--- config.mk ---
export PLATFORM = sky130hd
export DESIGN_NAME = ccc_mul
export DESIGN_NICKNAME = d
export VERILOG_FILES = /design/src/design/circle_circle_contact_unit_macros.svh /design/src/design/ccc_mul.sv
export SDC_FILE = /design/constraint.sdc
export NUM_CORES = 2
export LEC_CHECK = 0
export ABC_CLOCK_PERIOD_IN_PS = 7700
export BUFFER_PORTS_ARGS = -buffer_cell sky130_fd_sc_hd__buf_2
export CAP_MARGIN = 15
export CORE_MARGIN = 2
export CORE_UTILIZATION = 60
export CTS_BUF_LIST = sky130_fd_sc_hd__clkbuf_4 sky130_fd_sc_hd__clkbuf_8
export DETAILED_ROUTE_END_ITERATION = 10
export PLACE_DENSITY = 0.81
export SYNTH_ARGS = -nofsm -noshare
export SYNTH_HDL_FRONTEND = slang
export SYNTH_SLANG_ARGS = --single-unit
--- constraint.sdc ---
create_clock -name clk -period 7.7 [get_ports clk]
set_input_delay 0.385 -clock clk [delete_from_list [all_inputs] [get_ports clk]]
set_output_delay 0.385 -clock clk [all_outputs]
set_load 0.01 [all_outputs]
--- src/design/circle_circle_contact_unit_macros.svh ---
// Assertion macros for the circle contact unit.
// Used by the top level; no other dependencies.
`ifndef CIRCLE_CIRCLE_CONTACT_UNIT_MACROS_SVH
`define CIRCLE_CIRCLE_CONTACT_UNIT_MACROS_SVH

// Same-cycle implication, disabled during reset.
`define CCC_ASSERT_NOW(label, ante, cons, msg) \
	label: assert property (@(posedge clk) disable iff (!arst_n) (ante) |-> (cons)) \
		else $error(msg);

// Next-cycle implication, disabled during reset.
`define CCC_ASSERT_NEXT(label, ante, cons, msg) \
	label: assert property (@(posedge clk) disable iff (!arst_n) (ante) |=> (cons)) \
		else $error(msg);

`endif

--- src/design/ccc_mul.sv ---
// Shared unsigned multiplier with a registered product.
// No dependencies.
module ccc_mul #(
	parameter int W = 36
) (
	input  logic             clk,
	input  logic [W-1:0]     a,
	input  logic [W-1:0]     b,
	output logic [2*W-1:0]   prod
);

	logic [2*W-1:0] prod_q;

	always_ff @(posedge clk) begin
		prod_q <= (2*W)'(a) * (2*W)'(b);
	end

	assign prod = prod_q;

endmodule

==> key figures <==
Layout
  • Final net count: 6477
  • Largest register FFs: 72
  • Fillers: 5543
  • Multi-input logic area: 36110 sq um
  • Reg area: 1441 sq um
  • Share of cells above drive strength 1: 9.738%
  • Post-route design area: 46710 sq um
  • P&R area growth vs syn: 8.305%
  • Final instance count without filler cells: 5912

CTS
  • Clock sink count: 72
  • H-tree depth: 3
  • Clock root buffer: clkbuf_8
  • TritonCTS clock tree: built
  • Post-CTS Setup Inserts: 0
  • CTS Buffer Depth: 2
  • Clk pin slew, worst setup/hold paths: 0.10 ns
  • Clock buffer count from CTS: 9
  • CTS hold repair buffers: 0

Placement
  • Post-DP HPWL: 101200 um
  • I/O Buffers: 144
  • Gpl congestion: 0.9534
  • Placed instance area: 46390 sq um
  • DP Cell Count: 5895

Setup path
  • CP Buf/Inv Count: 9
  • Crit Path Class: input port to flop
  • Critical path capture point type: flop
  • Crit path largest cell delay: 0.59 ns
  • Startpoint types: input port
  • Most frequent cell on the critical path: fa_1
  • Cell family contributing the most delay on the critical path: adder cells
  • Critical Path AT: 7.78 ns
  • CP max FO: 20
  • Worst endpoint required time: 8.01 ns
  • Slowest library cell on the worst path: fa_2

Timing
  • Slew HR: 54.89%
  • Hold slack: 0.6263 ns
  • Fmax: 133.9 MHz
  • Period minus WS final: 7.469 ns
  • Final hold vios: 0
  • Slew Viols, Final: 0
  • Setup violations, final: 0
  • RSZ-0062 raised after global routing: yes
  • Final worst-path cycle share: 97.00%
  • Setup Total Neg Slack: 0 ns
  • Worst Max-Slew Pin Slew: 0.6766 ns

Synth
  • #FFs+latches synth: 72
  • Cell variety after synth: 55
  • Commonest register cell after synthesis: dfxtp_1
  • Post-Syn Area: 43130 sq um
  • Mapped Cells: 4791
  • Syn Nets: 6312
  • Seq/Total Area, Yosys: 3.342%
  • Mean Syn Cell Area: 9.003 sq um
  • EDFF count, synth: 0
  • Synth warnings: 0
  • Asr flop ratio synth: 0%

Routing
  • WL/cell: 19.93 um
  • Drt drc: 0
  • WL final: 117800 um
  • Vias: 32587
  • Initial DRT Pass Iterations: 6
  • DR iter-0 viols: 2205
  • ANT nets after route: 0
  • Drt via density: 5.512

GRT
  • Vias in the first global route: 36754
  • Initial antenna violation count: 3
  • Largest net degree at the start of global routing: 37
  • Tot GR Track Use: 33.34%
  • First-pass GRT wire length: 190400 um
  • Overflow after GRT: 0

Status
  • Outcome: finished clean

Job
  • Max_cap viols: 0

Die
  • Die X: 272.1 um
  • I/O pin cnt: 145
  • # rows: 98
  • Initial cell density of the core: 60.44%
  • Die Area: 74050 sq um
  • Overall die height: 272.1 um
  • Core area: 71360 sq um

Hold path
  • Worst hold path class: input port to flop
-- synthesized netlist by cell type, drive strengths merged, types with 2 or more instances --
cell	instances	area, sq um
and2	598	3741
o21ai	37	192.7
ha	292	3654
a21o	37	277.8
o211ai	13	102.6
o2111a	2	22.52
buf	4	20.02
xor2	22	192.7
nand4	14	87.58
o2111ai	3	26.28
nor2b	6	40.04
nor3	5	25.02
a211oi	5	37.54
clkbuf	279	1047
a31oi	15	100.1
nor4	4	31.28
o31ai	3	36.28
a21boi	3	26.27
nand3	15	75.07
or2	3	18.77
nor2	37	138.9
nand2	766	2880
fa	1156	23140
inv	1226	4602
a21oi	87	439.2
o21a	3	22.52
o21bai	17	127.6
a41oi	2	17.52
dfxtp	72	1441
xnor2	46	402.9
and3	5	31.28
and4	3	28.78
-- tightest hold or removal path, stage by stage --
cell    delay [ns]
buf_4         0.20
buf_4         0.21
and2_1        0.16
-- routing by layer --
metal | GRT usage, % | vias up | part of all wire (%)
met2 | 57.67 | 1513 | 51
met5 | 0 | - | 0.017
met3 | 4.558 | 469 | 6.8
li1 | - | 13897 | -
met4 | 22.38 | 2 | 8.0
met1 | 38.86 | 16706 | 34
-- path summary, 6_finish.rpt --
path | from | end | cells after the start
max | a[26] | prod[68] | 27
min | b[0] | prod[0] | 3
-- cell families after synthesis --
logic type                 Yosys count  synth area share [%]
DFF                                 72                 3.342
muxes                                1               0.02321
and+or+nand+nor                   1459                 16.51
xor gates and xnor gates            68                 1.381
AOI/OAI and AO/OA                  234                 3.469
adders and majority gates         1448                 62.13
buffers and inverters             1509                 13.14
-- per-stage QoR --
step,utilization [%],setup WS [ns]
floorplan,-,0.2078
global placement,65.00,-0.3427
detailed placement,65.00,-0.3842
CTS,65.24,0.01426
global route,65.46,-0.04022
finish,65.46,0.2309
-- cells in the final DEF (no fill, tap or decap), drive strengths merged, types with 4 or more instances in the layout --
cell type and count:
and2 598, nand4 14, and3 5, ha 292, a211oi 5, a21o 37, nand2 766, xnor2 46
o21bai 17, a31oi 15, clkbuf 32, nor2 37, nand3 15, o211ai 13, xor2 22, nor4 4
fa 1156, nor2b 6, buf 414, inv 1228, nor3 5, o21ai 37, a21oi 87, dfxtp 72
-- cell type report --
class                           count  area share (%)
Multi-Input combinational cell   3210           77.29
Clock inverter                      6         0.09642
Inverter                         1226           9.851
Timing Repair Buffer              437           6.851
Sequential cell                    72           3.086
Tap cell                          950           2.545
Antenna cell                        2         0.01071
Clock buffer                        9          0.2652
-- timing repair --
action | in CTS | in global routing
setup endpoints to repair | 2 | 21
gates resized for setup | 1 | 45
pin swaps | 0 | 6
Power is not shown: default switching activity piles up to over one toggle a cycle in this logic, so the estimate is an artifact.
