[config.mk]
export PLATFORM = sky130hd
export DESIGN_NAME = ccc_iter
export DESIGN_NICKNAME = d
export VERILOG_FILES = /design/src/design/circle_circle_contact_unit_macros.svh /design/src/design/ccc_pkg.sv /design/src/design/ccc_iter.sv
export SDC_FILE = /design/constraint.sdc
export NUM_CORES = 1
export LEC_CHECK = 0
export BUFFER_PORTS_ARGS = -buffer_cell sky130_fd_sc_hd__clkbuf_2
export CAP_MARGIN = 30
export CORE_AREA = 2 2 166 168
export DETAILED_ROUTE_END_ITERATION = 8
export DIE_AREA = 0 0 168 170
export PLACE_DENSITY_LB_ADDON = 0.15
export SYNTH_ARGS = -nofsm -noshare
export SYNTH_HDL_FRONTEND = slang
export SYNTH_SLANG_ARGS = --single-unit
[constraint.sdc]
create_clock -name clk -period 12.98 [get_ports clk]
set_input_delay 0 -clock clk [delete_from_list [all_inputs] [get_ports clk]]
set_output_delay 0 -clock clk [all_outputs]
set_load 0.02 [all_outputs]
[src/design/circle_circle_contact_unit_macros.svh]
// Assertion macros for the circle contact unit.
// Used by the top level; no other dependencies.
`ifndef CIRCLE_CIRCLE_CONTACT_UNIT_MACROS_SVH
`define CIRCLE_CIRCLE_CONTACT_UNIT_MACROS_SVH

// Same-cycle implication, disabled during reset.
`define CCC_ASSERT_NOW(label, ante, cons, msg) \
	label: assert property (@(posedge clk) disable iff (!arst_n) (ante) |-> (cons)) \
		else $error(msg);

// Next-cycle implication, disabled during reset.
`define CCC_ASSERT_NEXT(label, ante, cons, msg) \
	label: assert property (@(posedge clk) disable iff (!arst_n) (ante) |=> (cons)) \
		else $error(msg);

`endif

[src/design/ccc_pkg.sv]
// Shared constants for the circle contact unit.
// No dependencies; imported by the iterative unit and the top level.
package ccc_pkg;

	// Operation codes of the shared iterative unit.
	localparam logic ITER_DIV  = 1'b0;
	localparam logic ITER_SQRT = 1'b1;

	// Largest radius and depth value.
	localparam logic [30:0] RAD_MAX = 31'h7FFF_FFFF;

endpackage

[src/design/ccc_iter.sv]
// Bit-serial divider and integer square root sharing one remainder datapath.
// Depends on ccc_pkg for the operation codes.
module ccc_iter #(
	parameter int VW = 36,
	parameter int QW = 17
) (
	input  logic            clk,
	input  logic            arst_n,
	input  logic            start,
	input  logic            op,
	input  logic [2*VW-1:0] op_a,
	input  logic [VW-1:0]   op_b,
	output logic            busy,
	output logic            done,
	output logic [VW-1:0]   result
);
	import ccc_pkg::*;

	localparam int SW = 2 * VW;
	localparam int NSTEP = (VW > QW) ? VW : QW;
	localparam int CNTW = $clog2(NSTEP + 1);

	logic            busy_q;
	logic            done_q;
	logic            op_q;
	logic            zdiv_q;
	logic [CNTW-1:0] cnt_q;
	logic [VW+1:0]   rem_q;
	logic [SW-1:0]   rad_q;
	logic [VW-1:0]   root_q;
	logic [VW-1:0]   div_q;

	logic [VW+1:0]   sq_rem;
	logic [VW+1:0]   sq_trial;
	logic            sq_ok;
	logic            dv_ok;

	assign sq_rem   = {rem_q[VW-1:0], rad_q[SW-1:SW-2]};
	assign sq_trial = {root_q, 2'b01};
	assign sq_ok    = sq_rem >= sq_trial;
	assign dv_ok    = rem_q >= {2'b00, div_q};

	always_ff @(posedge clk or negedge arst_n) begin
		if (!arst_n) begin
			busy_q <= 1'b0;
			done_q <= 1'b0;
			cnt_q  <= '0;
		end else begin
			done_q <= 1'b0;
			if (start) begin
				busy_q <= 1'b1;
				cnt_q  <= (op == ITER_SQRT) ? CNTW'(VW) : CNTW'(QW);
			end else if (busy_q) begin
				cnt_q <= cnt_q - CNTW'(1);
				if (cnt_q == CNTW'(1)) begin
					busy_q <= 1'b0;
					done_q <= 1'b1;
				end
			end
		end
	end

	always_ff @(posedge clk) begin
		if (start) begin
			op_q   <= op;
			zdiv_q <= (op_b == '0);
			div_q  <= op_b;
			rad_q  <= op_a;
			root_q <= '0;
			rem_q  <= (op == ITER_SQRT) ? '0 : {2'b00, op_a[VW-1:0]};
		end else if (busy_q) begin
			if (op_q == ITER_SQRT) begin
				rad_q  <= rad_q << 2;
				rem_q  <= sq_ok ? (sq_rem - sq_trial) : sq_rem;
				root_q <= {root_q[VW-2:0], sq_ok};
			end else begin
				rem_q  <= (dv_ok ? (rem_q - {2'b00, div_q}) : rem_q) << 1;
				root_q <= {root_q[VW-2:0], dv_ok};
			end
		end
	end

	assign busy   = busy_q;
	assign done   = done_q;
	assign result = (op_q == ITER_DIV && zdiv_q) ? '0 : root_q;

endmodule

==> flow_summary.toml <==
[logic_synthesis]
synth_top_area_cell = "edfxtp_1"
ys_warn_count = 0
synth.cell_area_mm2 = 0.01314
synthTopCellsByArea = "edfxtp_1 (34%), ha_1 (7.2%), mux2_2 (6.0%)"
synth_cells = 1377
yosysSeqAreaShare = 0.4082
synth_xor_area_frac = 0.04664
yosysTopAreaCellShare = 0.3381
synth_cell_type_count = 75
synth_seq_cells = 192
synth.area.mux_share = 0.09500
synth_nets = 1566
synthFlopType = "edfxtp_1"
synth_edf_count = 148
postSynthAreaPerCell_um2 = 9.545
synth_top_family_by_area = "compound AO/OA/AOI/OAI gates"
synth_compound_area_frac = 0.1997
synthAdderAreaFrac = 0.07387
async_flop_share = 0.04167
synth_simple_gate_area_frac = 0.1246

[final_layout]
fillers = 2311
diodes = 0
multi_input_area_mm2 = 0.007106
instances_no_fill = 1951
nets = 1786
drive_gt1_frac = 0.1776
seqCellArea_mm2 = 0.005366
synthToLayoutAreaGrowth_pct = 20.63

[place]
gp_congestion = 0.9205
dp_hpwl_um = 28090
place_inst = 1807
io_buffers = 149

[routing]
viasPerCell = 5.803
route.detailed.drc = 0
wl_per_cell_um = 19.78
drt_iter0_drc = 947
vias = 11320
dr.pass1.iters = 5
drt-total-wl_um = 38590
postRouteAntennaNets = 0

[timing]
max-slew-margin-rel = 0.3988
fmax_mhz = 253.7
drv_slew = 0
rsz0062_at_grt = "no"
setup_viol = 0
tns_ns = 0
fin_crit_ns = 3.941
hold_viol_final = 0
finClkSkew_ns = 0.01942
worst_pin_slew_ns = 0.8997
period_share = 0.3036

[setup_path]
cp_slowest_stage_delay_ns = 0.58
worstPathRequired_ns = 13.13
crit_top_cell = "inv_1"
critPathCaptureType = "flop"
critPathKind = "flop to flop"
worstSetupStartpointType = "flop"
crit_buf_inv = 3
path_max_fanout = 60
crit_arrival_ns = 4.09
critPathSlowestCell = "buf_4"
crit_family = "compound AO/OA/AOI/OAI gates"
reg2reg_slack_ns = 9.04
path_cells = "inv_1, ha_1, inv_1, fa_1, a21oi_2, o221ai_2, a31o_1, o211ai_1, a21oi_1, nor4_4, buf_4, nor2_1, a222oi_1, o21ai_1"

[die]
die_h_um = 170
rows = 60
ios = 150
initial_core_util = 0.4932
dieWidth_um = 168
die_area_mm2 = 0.02856
core-area_mm2 = 0.02665

[hold_path]
hp-class = "input pin to flop"

[clock_tree]
path_clk_slew_ns = 0.09
ctsHoldBuffers = 111
cts_resized = 0
cts_buffers = 17
cts_buffer_depth = 2
htreeDepth = 4
cts_tree = "yes"
worstSkewPairLatency_ns = 0.44
cts_root_buf = "clkbuf_16"
post_cts_buffers = 0
cts.sinks = 192

[power_and_ir_drop]
vdd_drop_max_mv = 0.1285
leakagePower_nw = 6.759
p_per_area_mw_per_mm2 = 219.9

[status]
outcome = "completed"

[grt]
grt_pass1_vias = 10820
grt_first_pass_wirelength_um = 59770
antenna_found_initial = 0
grt_max_degree = 66
grt_util_all_layers = 0.2700
overflow = 0

[job]
cap_violations = 0
-- metal layers --
layer  part of all wire  vias to the layer above  track usage
li1                   -                     5520            -
met5                  0                        -            0
met2               0.44                      454       0.4154
met1               0.47                     5313       0.3994
met4              0.013                        0      0.05558
met3              0.081                       34      0.04744
-- cell families (layout without fill, tap and decap cells) --
logic type / after synthesis / after routing
AOI/OAI and AO/OA: 400 / 400
xor gates and xnor gates: 70 / 70
and+or+nand+nor: 349 / 349
buffers and inverters: 173 / 406
adders and majority gates: 77 / 77
muxes: 116 / 116
DFF: 192 / 192
-- synthesized netlist by cell type (4+ instances only) --
cell and instances:
a21oi_1 144, xnor2_1 40, o211ai_1 18, dfxtp_1 36, nor4_1 11, o22ai_1 4
nand3_1 20, buf_1 6, nand2b_1 13, inv_1 102, nand4_1 17, o21ai_1 10
nor3_1 13, a31oi_1 17, a22oi_1 4, a21o_1 38, a211oi_1 15, a22o_1 5
o21ai_0 58, mux2i_1 46, o221ai_1 12, nand2_1 104, buf_2 9, nor2b_1 6
or3_1 8, o21bai_1 13, o31ai_1 6, and4_1 7, o21a_1 7, nor2_1 119
edfxtp_1 148, and3_1 10, and2_1 8, clkbuf_1 52, ha_1 76, a311oi_1 7
dfrtp_1 8, xor2_1 30, mux2_2 70, a221oi_1 5
-- worst register-to-register path, stage by stage, from the launching register on --
cell and delay [ns]:
edfxtp_1 0.44, inv_1 0.12, ha_1 0.18, inv_1 0.06, fa_1 0.41, a21oi_2 0.19
o221ai_2 0.16, a31o_1 0.28, o211ai_1 0.19, a21oi_1 0.12, nor4_4 0.28, buf_4 0.58
nor2_1 0.22, a222oi_1 0.34, o21ai_1 0.10
-- power breakdown --
part	internal (mW)	total, mW	switching (mW)
sequential	0.796	0.935	0.139
combinational	0.793	2.00	1.21
clock	0.277	0.547	0.270
total	1.87	3.49	1.62
-- cells in the final DEF (no fill, tap or decap), types with 6 or more instances in the layout --
cell type      netlist  final
inv_1              102    102
nand3_1             20     20
clkbuf_16            0     17
nand2b_1            13     13
mux2_2              70     70
o211ai_1            18     18
a211oi_1            15     15
nor3_1              13     13
o21ai_0             58     58
nand2_1            104    104
inv_6                0      7
dlygate4sd3_1        0    111
mux2i_1             46     46
xnor2_1             40     40
xor2_1              30     30
o21bai_1            13     13
dfrtp_1              8      7
clkbuf_2             0    148
a21oi_1            144    144
a31oi_1             17     17
nand4_1             17     17
edfxtp_1           148    148
o221ai_1            12     12
nor2_1             119    118
nor4_1              11     11
o21ai_1             10     10
dfxtp_1             36     36
and2_1               8      8
or3_1                8      8
a311oi_1             7      7
a21o_1              38     38
ha_1                76     76
buf_4                2     11
o31ai_1              6      6
and4_1               7      7
o21a_1               7      7
and3_1              10     10
-- registers in the layout (all words and copies together) (netlist names) --
register  count
rem_q        38
cnt_q         6
rad_q        72
zdiv_q        1
busy          1
done          1
op_q          1
root_q       36
div_q        36
-- final cells by class --
class / instances / share of cell area
Clock buffer: 17 / 0.02683
Clock inverter: 15 / 0.01105
Inverter: 102 / 0.02415
Multi-Input combinational cell: 1012 / 0.4482
Sequential cell: 192 / 0.3385
Tap cell: 341 / 0.02691
Timing Repair Buffer: 272 / 0.1244
-- through the flow --
step	instance area (µm²)	power (mW)	hold WS, ns	worst slack, ns	utilization
floorplan	13140	2.362	-0.2956	8.225	-
detailed placement	14120	2.851	-0.1424	9.099	0.5297
global route	15860	3.722	0.02299	8.736	0.5949
finish	15860	3.486	0.007302	9.039	0.5949
global placement	14120	2.850	-0.1438	9.185	0.5297
CTS	15830	3.443	0.007204	9.058	0.5939
-- worst paths after layout --
check,endpoint,startpoint,depth (start not counted)
max in group asynchronous,busy,arst_n,3
max reg2reg,rem_q[18],rem_q[0],14
min reg2reg,root_q[35],root_q[35],2
min in group asynchronous,cnt_q[2],arst_n,3
max,rem_q[18],rem_q[0],14
min,div_q[33],start,1
Power figures use the tool's default switching activity.
